File: config.mk
export PLATFORM = sky130hd
export DESIGN_NAME = n_step_wrapped_phase
export DESIGN_NICKNAME = d
export VERILOG_FILES = /design/src/design/nswp_pkg.sv /design/src/design/nswp_front.sv /design/src/design/nswp_fifo.sv /design/src/design/nswp_cordic.sv /design/src/design/n_step_wrapped_phase.sv
export SDC_FILE = /design/constraint.sdc
export NUM_CORES = 2
export LEC_CHECK = 0
export BUFFER_PORTS_ARGS = -buffer_cell sky130_fd_sc_hd__buf_4
export CAP_MARGIN = 25
export CORE_ASPECT_RATIO = 2
export CORE_UTILIZATION = 55
export DETAILED_ROUTE_END_ITERATION = 7
export PLACE_DENSITY_LB_ADDON = 0.12
export SYNTH_ARGS = -nofsm -noshare
export SYNTH_HDL_FRONTEND = slang
export SYNTH_SLANG_ARGS = --single-unit
File: constraint.sdc
create_clock -name aclk -period 13.7 [get_ports aclk]
set_input_delay 0.685 -clock aclk [delete_from_list [all_inputs] [get_ports aclk]]
set_output_delay 0.685 -clock aclk [all_outputs]
set_load 0.03 [all_outputs]
File: src/design/nswp_pkg.sv
package nswp_pkg;

    // Defaults for the top-level parameters.
    localparam int MAX_STEPS_DEF = 16;
    localparam int COEF_BITS_DEF = 16;

    // Fixed field widths.
    localparam int PHASE_BITS      = 16;
    localparam int SAMPLE_BITS     = 8;
    localparam int STEP_COUNT_BITS = 5;
    localparam logic [STEP_COUNT_BITS-1:0] STEP_COUNT_RESET = 5'd4;

    // Queue between the accumulator and the CORDIC unit.
    localparam int QUEUE_DEPTH = 4;
    localparam int LEVEL_BITS  = $clog2(QUEUE_DEPTH + 1);

    // CORDIC: angles are kept in units of 2^-32 turn.
    localparam int CORDIC_ITERS   = 30;
    localparam int TURN_BITS      = 32;
    localparam int PRESCALE_SHIFT = 20;

    // Fixed-point constants used to build the tables.
    localparam int    TAYLOR_TERMS = 9;
    localparam longint Q30_ONE     = 64'sd1 <<< 30;
    localparam longint PI_Q30      = 64'sd3373259426;
    localparam longint TWO_PI_Q30  = 2 * PI_Q30;

    // Width of the signed sine and cosine sums.
    function automatic int sum_width(int max_steps, int coef_bits);
        return coef_bits + SAMPLE_BITS + 1 + $clog2(max_steps);
    endfunction

    function automatic longint div_sin_den(longint v, int m);
        case (m)
            1:       return v / 6;
            2:       return v / 20;
            3:       return v / 42;
            4:       return v / 72;
            5:       return v / 110;
            6:       return v / 156;
            7:       return v / 210;
            8:       return v / 272;
            9:       return v / 342;
            default: return v;
        endcase
    endfunction

    function automatic longint div_cos_den(longint v, int m);
        case (m)
            1:       return v / 2;
            2:       return v / 12;
            3:       return v / 30;
            4:       return v / 56;
            5:       return v / 90;
            6:       return v / 132;
            7:       return v / 182;
            8:       return v / 240;
            9:       return v / 306;
            default: return v;
        endcase
    endfunction

    // Divides by the odd number 2n+1 of the arctangent series.
    function automatic longint unsigned div_odd(longint unsigned v, int n);
        case (n)
            0:       return v;
            1:       return v / 3;
            2:       return v / 5;
            3:       return v / 7;
            4:       return v / 9;
            5:       return v / 11;
            6:       return v / 13;
            7:       return v / 15;
            8:       return v / 17;
            9:       return v / 19;
            10:      return v / 21;
            11:      return v / 23;
            12:      return v / 25;
            13:      return v / 27;
            14:      return v / 29;
            15:      return v / 31;
            16:      return v / 33;
            17:      return v / 35;
            18:      return v / 37;
            19:      return v / 39;
            20:      return v / 41;
            21:      return v / 43;
            22:      return v / 45;
            23:      return v / 47;
            24:      return v / 49;
            25:      return v / 51;
            26:      return v / 53;
            27:      return v / 55;
            28:      return v / 57;
            29:      return v / 59;
            30:      return v / 61;
            default: return 64'd0;
        endcase
    endfunction

    // Sine or cosine of a residual angle r (Q30 radians, below pi/2) by Horner-form Taylor series.
    function automatic longint trig_q30(longint r, bit want_cos);
        longint x2;
        longint ts;
        longint tc;
        x2 = (r * r) / Q30_ONE;
        ts = Q30_ONE;
        tc = Q30_ONE;
        for (int m = TAYLOR_TERMS; m >= 1; m--) begin
            ts = Q30_ONE - div_sin_den((x2 * ts) / Q30_ONE, m);
            tc = Q30_ONE - div_cos_den((x2 * tc) / Q30_ONE, m);
        end
        return want_cos ? tc : (r * ts) / Q30_ONE;
    endfunction

    // Q30 to a coefficient with coef_bits-1 fraction bits, rounded half up and saturated.
    function automatic longint q30_to_coef(longint v, int coef_bits);
        int     sh;
        longint maxv;
        longint q;
        sh   = 31 - coef_bits;
        maxv = (64'sd1 <<< (coef_bits - 1)) - 1;
        q    = (v < 0) ? 64'sd0 : v;
        q    = (q + (64'sd1 <<< (sh - 1))) >>> sh;
        return (q > maxv) ? maxv : q;
    endfunction

    // Coefficient for quadrant quad and residual angle r.
    function automatic longint coef_value(int quad, longint r, int coef_bits, bit want_cos);
        longint s0;
        longint c0;
        longint sn;
        longint cs;
        s0 = q30_to_coef(trig_q30(r, 1'b0), coef_bits);
        c0 = q30_to_coef(trig_q30(r, 1'b1), coef_bits);
        case (quad)
            0: begin
                sn = s0;
                cs = c0;
            end
            1: begin
                sn = c0;
                cs = -s0;
            end
            2: begin
                sn = -s0;
                cs = -c0;
            end
            default: begin
                sn = -c0;
                cs = s0;
            end
        endcase
        return want_cos ? cs : sn;
    endfunction

    // atan(2^-i) as a fraction of a turn, scaled by 2^32.
    function automatic logic [TURN_BITS-1:0] atan_turn_entry(int i);
        longint unsigned acc;
        longint unsigned term;
        int              e;
        acc = 64'd0;
        if (i == 0) begin
            return 32'h2000_0000;
        end
        for (int n = 0; n <= 30; n++) begin
            e = i * (2 * n + 1);
            if (e < 62) begin
                term = div_odd(64'd1 << (62 - e), n);
                acc  = (n % 2 == 1) ? acc - term : acc + term;
            end
        end
        return TURN_BITS'((acc + PI_Q30) / TWO_PI_Q30);
    endfunction

endpackage

File: src/design/nswp_front.sv
module nswp_front
    import nswp_pkg::*;
#(
    parameter int MAX_STEPS = MAX_STEPS_DEF,
    parameter int COEF_BITS = COEF_BITS_DEF,
    localparam int SUM_BITS = sum_width(MAX_STEPS, COEF_BITS)
) (
    input  logic                       aclk,
    input  logic                       aresetn,
    input  logic                       cfg_valid,
    output logic                       cfg_ready,
    input  logic [STEP_COUNT_BITS-1:0] cfg_step_count,
    input  logic                       s_valid,
    output logic                       s_ready,
    input  logic [SAMPLE_BITS-1:0]     s_sample,
    input  logic [LEVEL_BITS-1:0]      fifo_level,
    output logic                       push_valid,
    output logic signed [SUM_BITS-1:0] push_cos,
    output logic signed [SUM_BITS-1:0] push_sin
);

    localparam int IDX_BITS  = $clog2(MAX_STEPS);
    localparam int PROD_BITS = COEF_BITS + SAMPLE_BITS + 1;

    logic signed [COEF_BITS-1:0] sin_rom [MAX_STEPS][MAX_STEPS];
    logic signed [COEF_BITS-1:0] cos_rom [MAX_STEPS][MAX_STEPS];

    // Coefficient table, indexed by step and by N-1. Built at elaboration.
    for (genvar K = 0; K < MAX_STEPS; K++) begin : g_rom_row
        for (genvar NI = 0; NI < MAX_STEPS; NI++) begin : g_rom_col
            localparam int     NV    = NI + 1;
            localparam int     QUAD  = ((4 * K) / NV) % 4;
            localparam int     REM   = (4 * K) % NV;
            localparam longint R_Q30 = (PI_Q30 * REM) / (2 * NV);
            localparam longint SIN_V = coef_value(QUAD, R_Q30, COEF_BITS, 1'b0);
            localparam longint COS_V = coef_value(QUAD, R_Q30, COEF_BITS, 1'b1);
            assign sin_rom[K][NI] = COEF_BITS'(SIN_V);
            assign cos_rom[K][NI] = COEF_BITS'(COS_V);
        end
    end

    logic [STEP_COUNT_BITS-1:0] step_count_reg;
    logic [IDX_BITS-1:0]        step_index_reg, step_index_next;
    logic [IDX_BITS-1:0]        n_idx;
    logic                       accept, last;

    logic                        s1_valid_reg, s1_last_reg;
    logic [SAMPLE_BITS-1:0]      s1_sample_reg;
    logic signed [COEF_BITS-1:0] s1_sin_reg, s1_cos_reg;

    logic                        s2_valid_reg, s2_last_reg;
    logic signed [PROD_BITS-1:0] s2_sin_prod_reg, s2_cos_prod_reg;
    logic signed [PROD_BITS-1:0] sin_prod, cos_prod;

    logic signed [SUM_BITS-1:0] sin_sum_reg, cos_sum_reg;
    logic signed [SUM_BITS-1:0] sin_sum_next, cos_sum_next;
    logic signed [SUM_BITS-1:0] sin_sum_add, cos_sum_add;

    logic [1:0]            inflight;
    logic [LEVEL_BITS:0]   committed;

    assign cfg_ready = 1'b1;

    always_ff @(posedge aclk) begin
        if (!aresetn) begin
            step_count_reg <= STEP_COUNT_RESET;
        end else if (cfg_valid) begin
            step_count_reg <= cfg_step_count;
        end
    end

    // A step count of zero acts as one, and one above MAX_STEPS as MAX_STEPS.
    always_comb begin
        if (step_count_reg == '0) begin
            n_idx = '0;
        end else if (int'(step_count_reg) > MAX_STEPS) begin
            n_idx = IDX_BITS'(MAX_STEPS - 1);
        end else begin
            n_idx = IDX_BITS'(step_count_reg - 1'b1);
        end
    end

    // Each pixel that ends in the pipeline holds a queue slot in advance.
    assign inflight  = {1'b0, s1_valid_reg & s1_last_reg} + {1'b0, s2_valid_reg & s2_last_reg};
    assign committed = (LEVEL_BITS + 1)'(fifo_level) + (LEVEL_BITS + 1)'(inflight);
    assign s_ready   = committed < (LEVEL_BITS + 1)'(QUEUE_DEPTH);

    assign accept          = s_valid & s_ready;
    assign last            = step_index_reg >= n_idx;
    assign step_index_next = last ? '0 : step_index_reg + 1'b1;

    always_ff @(posedge aclk) begin
        if (!aresetn) begin
            step_index_reg <= '0;
            s1_valid_reg   <= 1'b0;
            s1_last_reg    <= 1'b0;
        end else begin
            s1_valid_reg <= accept;
            if (accept) begin
                step_index_reg <= step_index_next;
                s1_last_reg    <= last;
            end
        end
    end

    always_ff @(posedge aclk) begin
        if (accept) begin
            s1_sample_reg <= s_sample;
            s1_sin_reg    <= sin_rom[step_index_reg][n_idx];
            s1_cos_reg    <= cos_rom[step_index_reg][n_idx];
        end
    end

    assign sin_prod = $signed({1'b0, s1_sample_reg}) * s1_sin_reg;
    assign cos_prod = $signed({1'b0, s1_sample_reg}) * s1_cos_reg;

    always_ff @(posedge aclk) begin
        if (!aresetn) begin
            s2_valid_reg <= 1'b0;
            s2_last_reg  <= 1'b0;
        end else begin
            s2_valid_reg <= s1_valid_reg;
            s2_last_reg  <= s1_last_reg;
        end
    end

    always_ff @(posedge aclk) begin
        if (s1_valid_reg) begin
            s2_sin_prod_reg <= sin_prod;
            s2_cos_prod_reg <= cos_prod;
        end
    end

    assign sin_sum_add = sin_sum_reg + SUM_BITS'(s2_sin_prod_reg);
    assign cos_sum_add = cos_sum_reg + SUM_BITS'(s2_cos_prod_reg);

    always_comb begin
        sin_sum_next = sin_sum_reg;
        cos_sum_next = cos_sum_reg;
        if (s2_valid_reg) begin
            sin_sum_next = s2_last_reg ? '0 : sin_sum_add;
            cos_sum_next = s2_last_reg ? '0 : cos_sum_add;
        end
    end

    always_ff @(posedge aclk) begin
        if (!aresetn) begin
            sin_sum_reg <= '0;
            cos_sum_reg <= '0;
        end else begin
            sin_sum_reg <= sin_sum_next;
            cos_sum_reg <= cos_sum_next;
        end
    end

    assign push_valid = s2_valid_reg & s2_last_reg;
    assign push_sin   = sin_sum_add;
    assign push_cos   = cos_sum_add;

endmodule

File: src/design/nswp_fifo.sv
module nswp_fifo
    import nswp_pkg::*;
#(
    parameter int WIDTH = 2
) (
    input  logic                  aclk,
    input  logic                  aresetn,
    input  logic                  push,
    input  logic [WIDTH-1:0]      push_data,
    input  logic                  pop,
    output logic [WIDTH-1:0]      head_data,
    output logic [LEVEL_BITS-1:0] level,
    output logic                  not_empty
);

    localparam int PTR_BITS = $clog2(QUEUE_DEPTH);

    logic [WIDTH-1:0]      entry_reg [QUEUE_DEPTH];
    logic [PTR_BITS-1:0]   wr_ptr_reg, wr_ptr_next;
    logic [PTR_BITS-1:0]   rd_ptr_reg, rd_ptr_next;
    logic [LEVEL_BITS-1:0] level_reg, level_next;

    always_comb begin
        wr_ptr_next = wr_ptr_reg;
        rd_ptr_next = rd_ptr_reg;
        level_next  = level_reg;
        if (push) begin
            wr_ptr_next = (int'(wr_ptr_reg) == QUEUE_DEPTH - 1) ? '0 : wr_ptr_reg + 1'b1;
        end
        if (pop) begin
            rd_ptr_next = (int'(rd_ptr_reg) == QUEUE_DEPTH - 1) ? '0 : rd_ptr_reg + 1'b1;
        end
        if (push && !pop) begin
            level_next = level_reg + 1'b1;
        end else if (pop && !push) begin
            level_next = level_reg - 1'b1;
        end
    end

    always_ff @(posedge aclk) begin
        if (!aresetn) begin
            wr_ptr_reg <= '0;
            rd_ptr_reg <= '0;
            level_reg  <= '0;
        end else begin
            wr_ptr_reg <= wr_ptr_next;
            rd_ptr_reg <= rd_ptr_next;
            level_reg  <= level_next;
        end
    end

    always_ff @(posedge aclk) begin
        if (push) begin
            entry_reg[wr_ptr_reg] <= push_data;
        end
    end

    assign head_data = entry_reg[rd_ptr_reg];
    assign level     = level_reg;
    assign not_empty = level_reg != '0;

endmodule

File: src/design/nswp_cordic.sv
module nswp_cordic
    import nswp_pkg::*;
#(
    parameter int MAX_STEPS = MAX_STEPS_DEF,
    parameter int COEF_BITS = COEF_BITS_DEF,
    localparam int SUM_BITS = sum_width(MAX_STEPS, COEF_BITS)
) (
    input  logic                       aclk,
    input  logic                       aresetn,
    input  logic                       head_valid,
    input  logic signed [SUM_BITS-1:0] head_cos,
    input  logic signed [SUM_BITS-1:0] head_sin,
    output logic                       pop,
    output logic                       m_valid,
    input  logic                       m_ready,
    output logic [PHASE_BITS-1:0]      m_phase
);

    // Room for the sign, the prescale and the CORDIC gain.
    localparam int XY_BITS   = SUM_BITS + PRESCALE_SHIFT + 3;
    localparam int ITER_BITS = $clog2(CORDIC_ITERS);

    typedef enum logic [2:0] {
        ST_IDLE   = 3'b001,
        ST_ROTATE = 3'b010,
        ST_DONE   = 3'b100
    } state_t;

    logic [TURN_BITS-1:0] atan_rom [CORDIC_ITERS];

    for (genvar I = 0; I < CORDIC_ITERS; I++) begin : g_atan
        localparam logic [TURN_BITS-1:0] ATAN_V = atan_turn_entry(I);
        assign atan_rom[I] = ATAN_V;
    end

    state_t                      state_reg, state_next;
    logic [ITER_BITS-1:0]        iter_reg, iter_next;
    logic signed [XY_BITS-1:0]   x_reg, x_next;
    logic signed [XY_BITS-1:0]   y_reg, y_next;
    logic [TURN_BITS-1:0]        z_reg, z_next;
    logic                        zero_reg, zero_next;
    logic                        m_valid_reg, m_valid_next;
    logic [PHASE_BITS-1:0]       m_phase_reg, m_phase_next;

    logic signed [XY_BITS-1:0]   cos_ext, sin_ext, dx, dy;
    logic                        cos_neg, y_pos, out_free;
    logic [TURN_BITS-1:0]        z_round;

    assign cos_ext = XY_BITS'(head_cos) <<< PRESCALE_SHIFT;
    assign sin_ext = XY_BITS'(head_sin) <<< PRESCALE_SHIFT;
    assign cos_neg = head_cos[SUM_BITS-1];

    assign dx    = y_reg >>> iter_reg;
    assign dy    = x_reg >>> iter_reg;
    assign y_pos = !y_reg[XY_BITS-1] && (y_reg != '0);

    assign z_round  = z_reg + (TURN_BITS'(1) << (TURN_BITS - 1 - PHASE_BITS));
    assign out_free = !m_valid_reg || m_ready;

    always_comb begin
        state_next   = state_reg;
        iter_next    = iter_reg;
        x_next       = x_reg;
        y_next       = y_reg;
        z_next       = z_reg;
        zero_next    = zero_reg;
        m_valid_next = m_valid_reg && !m_ready;
        m_phase_next = m_phase_reg;
        pop          = 1'b0;
        case (state_reg)
            ST_IDLE: begin
                if (head_valid) begin
                    pop = 1'b1;
                    // The vector is (cos_sum, -sin_sum); a left half-plane vector is
                    // turned by half a turn first.
                    x_next     = cos_neg ? -cos_ext : cos_ext;
                    y_next     = cos_neg ? sin_ext : -sin_ext;
                    z_next     = cos_neg ? (TURN_BITS'(1) << (TURN_BITS - 1)) : '0;
                    zero_next  = (head_cos == '0) && (head_sin == '0);
                    iter_next  = '0;
                    state_next = ST_ROTATE;
                end
            end
            ST_ROTATE: begin
                if (y_pos) begin
                    x_next = x_reg + dx;
                    y_next = y_reg - dy;
                    z_next = z_reg + atan_rom[iter_reg];
                end else begin
                    x_next = x_reg - dx;
                    y_next = y_reg + dy;
                    z_next = z_reg - atan_rom[iter_reg];
                end
                iter_next = iter_reg + 1'b1;
                if (int'(iter_reg) == CORDIC_ITERS - 1) begin
                    state_next = ST_DONE;
                end
            end
            ST_DONE: begin
                if (out_free) begin
                    m_valid_next = 1'b1;
                    m_phase_next = zero_reg ? '0 : z_round[TURN_BITS-1 -: PHASE_BITS];
                    state_next   = ST_IDLE;
                end
            end
            default: begin
                state_next = ST_IDLE;
            end
        endcase
    end

    always_ff @(posedge aclk) begin
        if (!aresetn) begin
            state_reg   <= ST_IDLE;
            iter_reg    <= '0;
            m_valid_reg <= 1'b0;
        end else begin
            state_reg   <= state_next;
            iter_reg    <= iter_next;
            m_valid_reg <= m_valid_next;
        end
    end

    always_ff @(posedge aclk) begin
        x_reg       <= x_next;
        y_reg       <= y_next;
        z_reg       <= z_next;
        zero_reg    <= zero_next;
        m_phase_reg <= m_phase_next;
    end

    assign m_valid = m_valid_reg;
    assign m_phase = m_phase_reg;

endmodule

File: src/design/n_step_wrapped_phase.sv
// Channel  Dir  Ports                                       One word
// s_       in   s_valid, s_ready, s_sample[7:0]             gray sample k of a pixel
// m_       out  m_valid, m_ready, m_phase[15:0]             phase of a pixel, 1/65536 turn
// cfg_     in   cfg_valid, cfg_ready, cfg_step_count[4:0]   samples per pixel N
//
// Samples enter at one per cycle while the four-entry pixel queue has room; cfg_ready is
// always high. Each pixel then holds the CORDIC unit for one load, 30 rotations and one
// handoff to the output register, and the unit takes no new pixel until that handoff.
// m_valid rises after the last sample has passed the s1 and s2 front registers, the queue
// and the CORDIC unit.
// aresetn is synchronous and active low; the step count resets to 4. A stalled m_ready fills
// the output register and then the queue, after which s_ready drops.
module n_step_wrapped_phase
    import nswp_pkg::*;
#(
    parameter int MAX_STEPS = MAX_STEPS_DEF,
    parameter int COEF_BITS = COEF_BITS_DEF
) (
    input  logic                       aclk,
    input  logic                       aresetn,
    input  logic                       cfg_valid,
    output logic                       cfg_ready,
    input  logic [STEP_COUNT_BITS-1:0] cfg_step_count,
    input  logic                       s_valid,
    output logic                       s_ready,
    input  logic [SAMPLE_BITS-1:0]     s_sample,
    output logic                       m_valid,
    input  logic                       m_ready,
    output logic [PHASE_BITS-1:0]      m_phase
);

    localparam int SUM_BITS = sum_width(MAX_STEPS, COEF_BITS);

    logic                       push_valid;
    logic signed [SUM_BITS-1:0] push_cos, push_sin;
    logic [2*SUM_BITS-1:0]      head_data;
    logic [LEVEL_BITS-1:0]      fifo_level;
    logic                       fifo_not_empty;
    logic                       fifo_pop;

    nswp_front #(
        .MAX_STEPS (MAX_STEPS),
        .COEF_BITS (COEF_BITS)
    ) u_front (
        .aclk           (aclk),
        .aresetn        (aresetn),
        .cfg_valid      (cfg_valid),
        .cfg_ready      (cfg_ready),
        .cfg_step_count (cfg_step_count),
        .s_valid        (s_valid),
        .s_ready        (s_ready),
        .s_sample       (s_sample),
        .fifo_level     (fifo_level),
        .push_valid     (push_valid),
        .push_cos       (push_cos),
        .push_sin       (push_sin)
    );

    nswp_fifo #(
        .WIDTH (2 * SUM_BITS)
    ) u_fifo (
        .aclk      (aclk),
        .aresetn   (aresetn),
        .push      (push_valid),
        .push_data ({push_cos, push_sin}),
        .pop       (fifo_pop),
        .head_data (head_data),
        .level     (fifo_level),
        .not_empty (fifo_not_empty)
    );

    nswp_cordic #(
        .MAX_STEPS (MAX_STEPS),
        .COEF_BITS (COEF_BITS)
    ) u_cordic (
        .aclk       (aclk),
        .aresetn    (aresetn),
        .head_valid (fifo_not_empty),
        .head_cos   ($signed(head_data[2*SUM_BITS-1:SUM_BITS])),
        .head_sin   ($signed(head_data[SUM_BITS-1:0])),
        .pop        (fifo_pop),
        .m_valid    (m_valid),
        .m_ready    (m_ready),
        .m_phase    (m_phase)
    );

    // The slot reservation must keep a finished pixel from meeting a full queue.
    a_push_has_room: assert property (@(posedge aclk) disable iff (!aresetn)
        push_valid |-> (fifo_level != LEVEL_BITS'(QUEUE_DEPTH)))
        else $error("pixel sums pushed into a full queue");

    a_pop_not_empty: assert property (@(posedge aclk) disable iff (!aresetn)
        fifo_pop |-> (fifo_level != '0))
        else $error("CORDIC unit popped an empty queue");

    a_full_stalls_input: assert property (@(posedge aclk) disable iff (!aresetn)
        (fifo_level == LEVEL_BITS'(QUEUE_DEPTH)) |-> !s_ready)
        else $error("input ready while the pixel queue is full");

endmodule
==> flow_summary.toml, run 1 <==
[cts]
post_cts_resized = 0
ctsRootBufferMaster = "clkbuf_16"
cts_hold_buffers = 0
cts_made_buffers = 55
clock-sinks = 564
h_tree_levels = 2
clk_path_buf_depth = 3
post_cts.repair.setup_buffers = 0

[floorplan]
initial_core_util = 0.554
rows = 166
io_pins = 37
die_height_um = 456
fp.dieW_um = 229

[synth]
yosysTopAreaCell = "edfxtp_1"
number_of_distinct_standard_cells_referenced_by_the_synthesized_netlist = 100
synthesis.instances = 6201
synth.top_cell.area_share = 0.252
per_instance_average_area_after_synthesis_um2 = 9.12
ys_flop_type = "edfxtp_1"
netlist_area_um2 = 56600
yosys_warnings = 0
netlist_top_cells_area = "edfxtp_1 (25%), ha_1 (7.5%), fa_1 (7.4%)"
synth.ff_latch_count = 564
asyncSetResetFlopFracSynth = 0
post_syn_nets = 6770
yosysSeqAreaShare = 0.284
synth_enable_flop_cells = 475

[placed_design]
gpl_congestion = 1.18
hpwl_um = 194000
buffer_ports.inserted = 35

[global_route]
grt_max_degree = 99
global_route.usage.total = 0.525
grt_overflow = 23
first_global_vias = 57400
grt_first_pass_wirelength_um = 398000

[outcome]
error_line = "[ERROR GRT-0116] Global routing finished with congestion. Check the congestion regions in the DRC Viewer."
stop_stage = "5_1_grt"
result_of_the_run = "aborted with a tool error"
==> per-layer routing <==
layer,track usage,GRT overflow
met1,0.458,0
met2,0.865,10
met3,0.186,0
met4,0.614,13
met5,0.0135,0
==> cells in the mapped netlist (34+ instances only) <==
| master | count |
|---|---|
| and3_1 | 36 |
| a22oi_1 | 62 |
| a21o_1 | 91 |
| clkbuf_1 | 225 |
| a31oi_1 | 89 |
| ha_1 | 341 |
| dfxtp_1 | 89 |
| nor4_1 | 34 |
| fa_1 | 210 |
| xnor2_1 | 224 |
| nor2b_1 | 53 |
| o31ai_1 | 37 |
| o21a_1 | 37 |
| o211ai_1 | 67 |
| nand3_1 | 122 |
| mux2_2 | 58 |
| inv_1 | 368 |
| a211oi_1 | 62 |
| and2_1 | 202 |
| o22ai_1 | 43 |
| or3_1 | 42 |
| o21ai_0 | 329 |
| nor3_1 | 132 |
| a21oi_1 | 476 |
| nand2_1 | 597 |
| buf_1 | 58 |
| nand2b_1 | 53 |
| nor2_1 | 588 |
| xor2_1 | 168 |
| buf_2 | 43 |
| mux2i_1 | 132 |
| mux4_2 | 178 |
| edfxtp_1 | 475 |
==> cells by family after synthesis <==
group / share of synthesized area
and+or+nand+nor: 0.164
AOI/OAI and AO/OA: 0.181
buffers and inverters: 0.0524
DFF: 0.284
adders and majority gates: 0.150
xor gates and xnor gates: 0.0607
muxes: 0.109
other: 0.0000663
==> stage by stage <==
stage	cells	worst slack (ps)	cell area (um^2)	hold slack, ps	utilization
after floorplan	6201	7050	56600	444	-
after global placement	7361	5410	58100	454	0.569
after detailed placement	7371	5250	58200	463	0.570
after CTS	7474	5180	60100	148	0.588
==> run 2: changes to the inputs <==
--- a/config.mk
+++ b/config.mk
@@ -7,10 +7,9 @@
 export LEC_CHECK = 0
 export BUFFER_PORTS_ARGS = -buffer_cell sky130_fd_sc_hd__buf_4
 export CAP_MARGIN = 25
-export CORE_ASPECT_RATIO = 2
-export CORE_UTILIZATION = 55
+export CORE_UTILIZATION = 40
 export DETAILED_ROUTE_END_ITERATION = 7
-export PLACE_DENSITY_LB_ADDON = 0.12
+export PLACE_DENSITY_LB_ADDON = 0.15
 export SYNTH_ARGS = -nofsm -noshare
 export SYNTH_HDL_FRONTEND = slang
 export SYNTH_SLANG_ARGS = --single-unit
==> flow_summary.toml, run 2 <==
[outcome]
result_of_the_run = "completed"

[floorplan]
fp.dieW_um = 378
core_um2 = 140000
initial_core_util = 0.404
die_area_um2 = 143000
die_height_um = 378
io_pins = 37
rows = 137

[cts]
clk_path_buf_depth = 3
cts_made_buffers = 70
clock-sinks = 564
ctsRootBufferMaster = "clkbuf_16"
post_cts_resized = 0
cts_tree = "done"
h_tree_levels = 3
cts_hold_buffers = 0
path_clk_slew_ps = 90
worst_skew_pair.late_latency_ps = 720
post_cts.repair.setup_buffers = 0

[job]
cap_violations = 0

[timing]
timing.max_slew.rel_slack = 0.282
fmaxAchievable_mhz = 114
worst_clock_skew_ps = 71.2
final_count_of_negative_setup_slack_endpoints = 0
fin_crit_ps = 8750
finalSetupTns_ps = 0
timing.final.crit_share = 0.639
setup_repair_after_global_routing_missed_its_margin = "false"
maxSlewViolCount = 0
timing_hold_violations_final = 0
worstMarginPinSlew_ps = 1050

[final_layout]
layout.cells.most_common = "nand2_1"
count_of_filler_cells_inserted_in_the_layout = 13800
post_layout_nonfiller_instances = 7980
multi_input_comb_area_um2 = 37700
nNetsFinal = 6616
sequential_cell_area_um2 = 16100
post_route_cells_drive_above_1_share = 0.0942
syn2layout_area_growth_pct = 7.69
layout_common_cells = "nand2_1 (597), nor2_1 (584), a21oi_1 (476)"
largest_register_ff_count = 232

[global_route]
first_global_vias = 47500
grt_first_pass_wirelength_um = 305000
grt_max_degree = 83
grt_overflow = 0
grt_antenna_before_repair = 3
global_route.usage.total = 0.280

[critical_path]
worstSetupPathDepth = 24
cp_data_arrival_time_ps = 9120
crit_type = "reg -> reg"
ff2ff_setup_slack_ps = 4950
crit_path_top_delay_cell = "dfxtp_4"
critical_path_peak_fanout = 69
cp_num_buf_inv = 1
required_ps = 14070
ff2ff_path_depth = 24
crit_path_start_kind = "register"
worst_path_largest_cell_delay_ps = 870
crit_end_category = "register"
critical_path.top_delay_family = "compound AO/OA/AOI/OAI gates"
path_cells = "buf_4 -> mux4_2 -> a222oi_1 -> o221a_2 -> ha_1 -> nand4_1 -> or2_1 -> nor2_2 -> nand2_1 -> o21ai_1 -> xor2_1 -> ha_1 -> and2_1 -> a221o_1 -> a211oi_1 -> o211ai_1 -> a31oi_1 -> o211ai_1 -> a311oi_1 -> o21ai_0 -> a21o_1 -> a221oi_1 -> xor2_1 -> a21oi_1"

[synth]
synth_enable_flop_cells = 475
synth.ff_latch_count = 564
netlist_area_um2 = 56600
netlist_top_cells_count = "nand2_1 (597), nor2_1 (588), a21oi_1 (476), edfxtp_1 (475), inv_1 (368)"
number_of_distinct_standard_cells_referenced_by_the_synthesized_netlist = 100
yosys_warnings = 0
netlist_top_cells_area = "edfxtp_1 (25%), ha_1 (7.5%), fa_1 (7.4%)"
yosysMostFrequentCell = "nand2_1"
yosysSeqAreaShare = 0.284
per_instance_average_area_after_synthesis_um2 = 9.12
post_syn_nets = 6770
asyncSetResetFlopFracSynth = 0
synth.top_cell.area_share = 0.252
yosysTopAreaCell = "edfxtp_1"
synthesis.instances = 6201
ys_flop_type = "edfxtp_1"

[detailed_routing]
detailed_router_iteration_count_before_antenna_repair = 6
dr_total_vias = 48800
wire_length_per_cell_um = 25.4
final_antenna_violating_net_count = 0
route.final.wire_length_um = 202000
drc = 0
drt_iter0_drc = 4771
via_per_inst = 6.11

[placed_design]
placed_cells = 7850
hpwl_um = 151000
buffer_ports.inserted = 35
gpl_congestion = 1.07

[hold_path]
hold_class = "in -> reg"
hold_path_cell_cnt = 1
## run 2: path summary, 6_finish.rpt
check,startpoint,end
worst max-delay path,u_cordic.iter_reg[1],u_cordic.y_reg[40]
worst min-delay path,s_sample[4],u_front.s1_sample_reg[4]
worst max register to register,u_cordic.iter_reg[1],u_cordic.y_reg[40]
worst min register to register,u_front.sin_sum_reg[17],u_front.sin_sum_reg[17]
## run 2: per-stage QoR
step           utilization  hold WS, ps  setup slack, ps  cell area, um^2
2_1_floorplan            -          444             7050            56600
3_3_place_gp         0.418          459             5210            58400
3_5_place_dp         0.418          464             5090            58500
4_1_cts              0.435          145             5010            60900
5_1_grt              0.436          160             4600            60900
6_report             0.436          203             4950            60900
## run 2: final cells by class
type,count,share of cell area
clock buffers,90,0.0308
diodes,2,0.0000822
multi-input cells,4908,0.618
flip-flops and latches,564,0.264
repair buffers,128,0.0162
clock inverters,37,0.00914
well taps,1876,0.0385
inverters,375,0.0232
## run 2: metal layers
metal	up-vias	wire, um	share of wire	global-route usage
met5	-	28	0.00014	0
met4	4	12200	0.060	0.153
met3	546	13600	0.067	0.0460
met2	1962	92100	0.45	0.445
met1	24000	84500	0.42	0.362
li1	22300	-	-	-
## run 2: kinds of logic (layout without fill, tap and decap cells)
group           count (synthesis)  in the layout  share of synthesized area
compound gates               1601           1601                      0.181
xor+xnor                      392            392                     0.0607
fa+ha+maj                     551            551                      0.150
buf+inv                       729            630                     0.0524
flops                         564            564                      0.284
mux                           383            383                      0.109
other cells                     1              3                  0.0000663
simple gates                 1980           1980                      0.164
Power of run 2 is not shown: default switching activity piles up to over one toggle a cycle in this logic, so the estimate is an artifact.
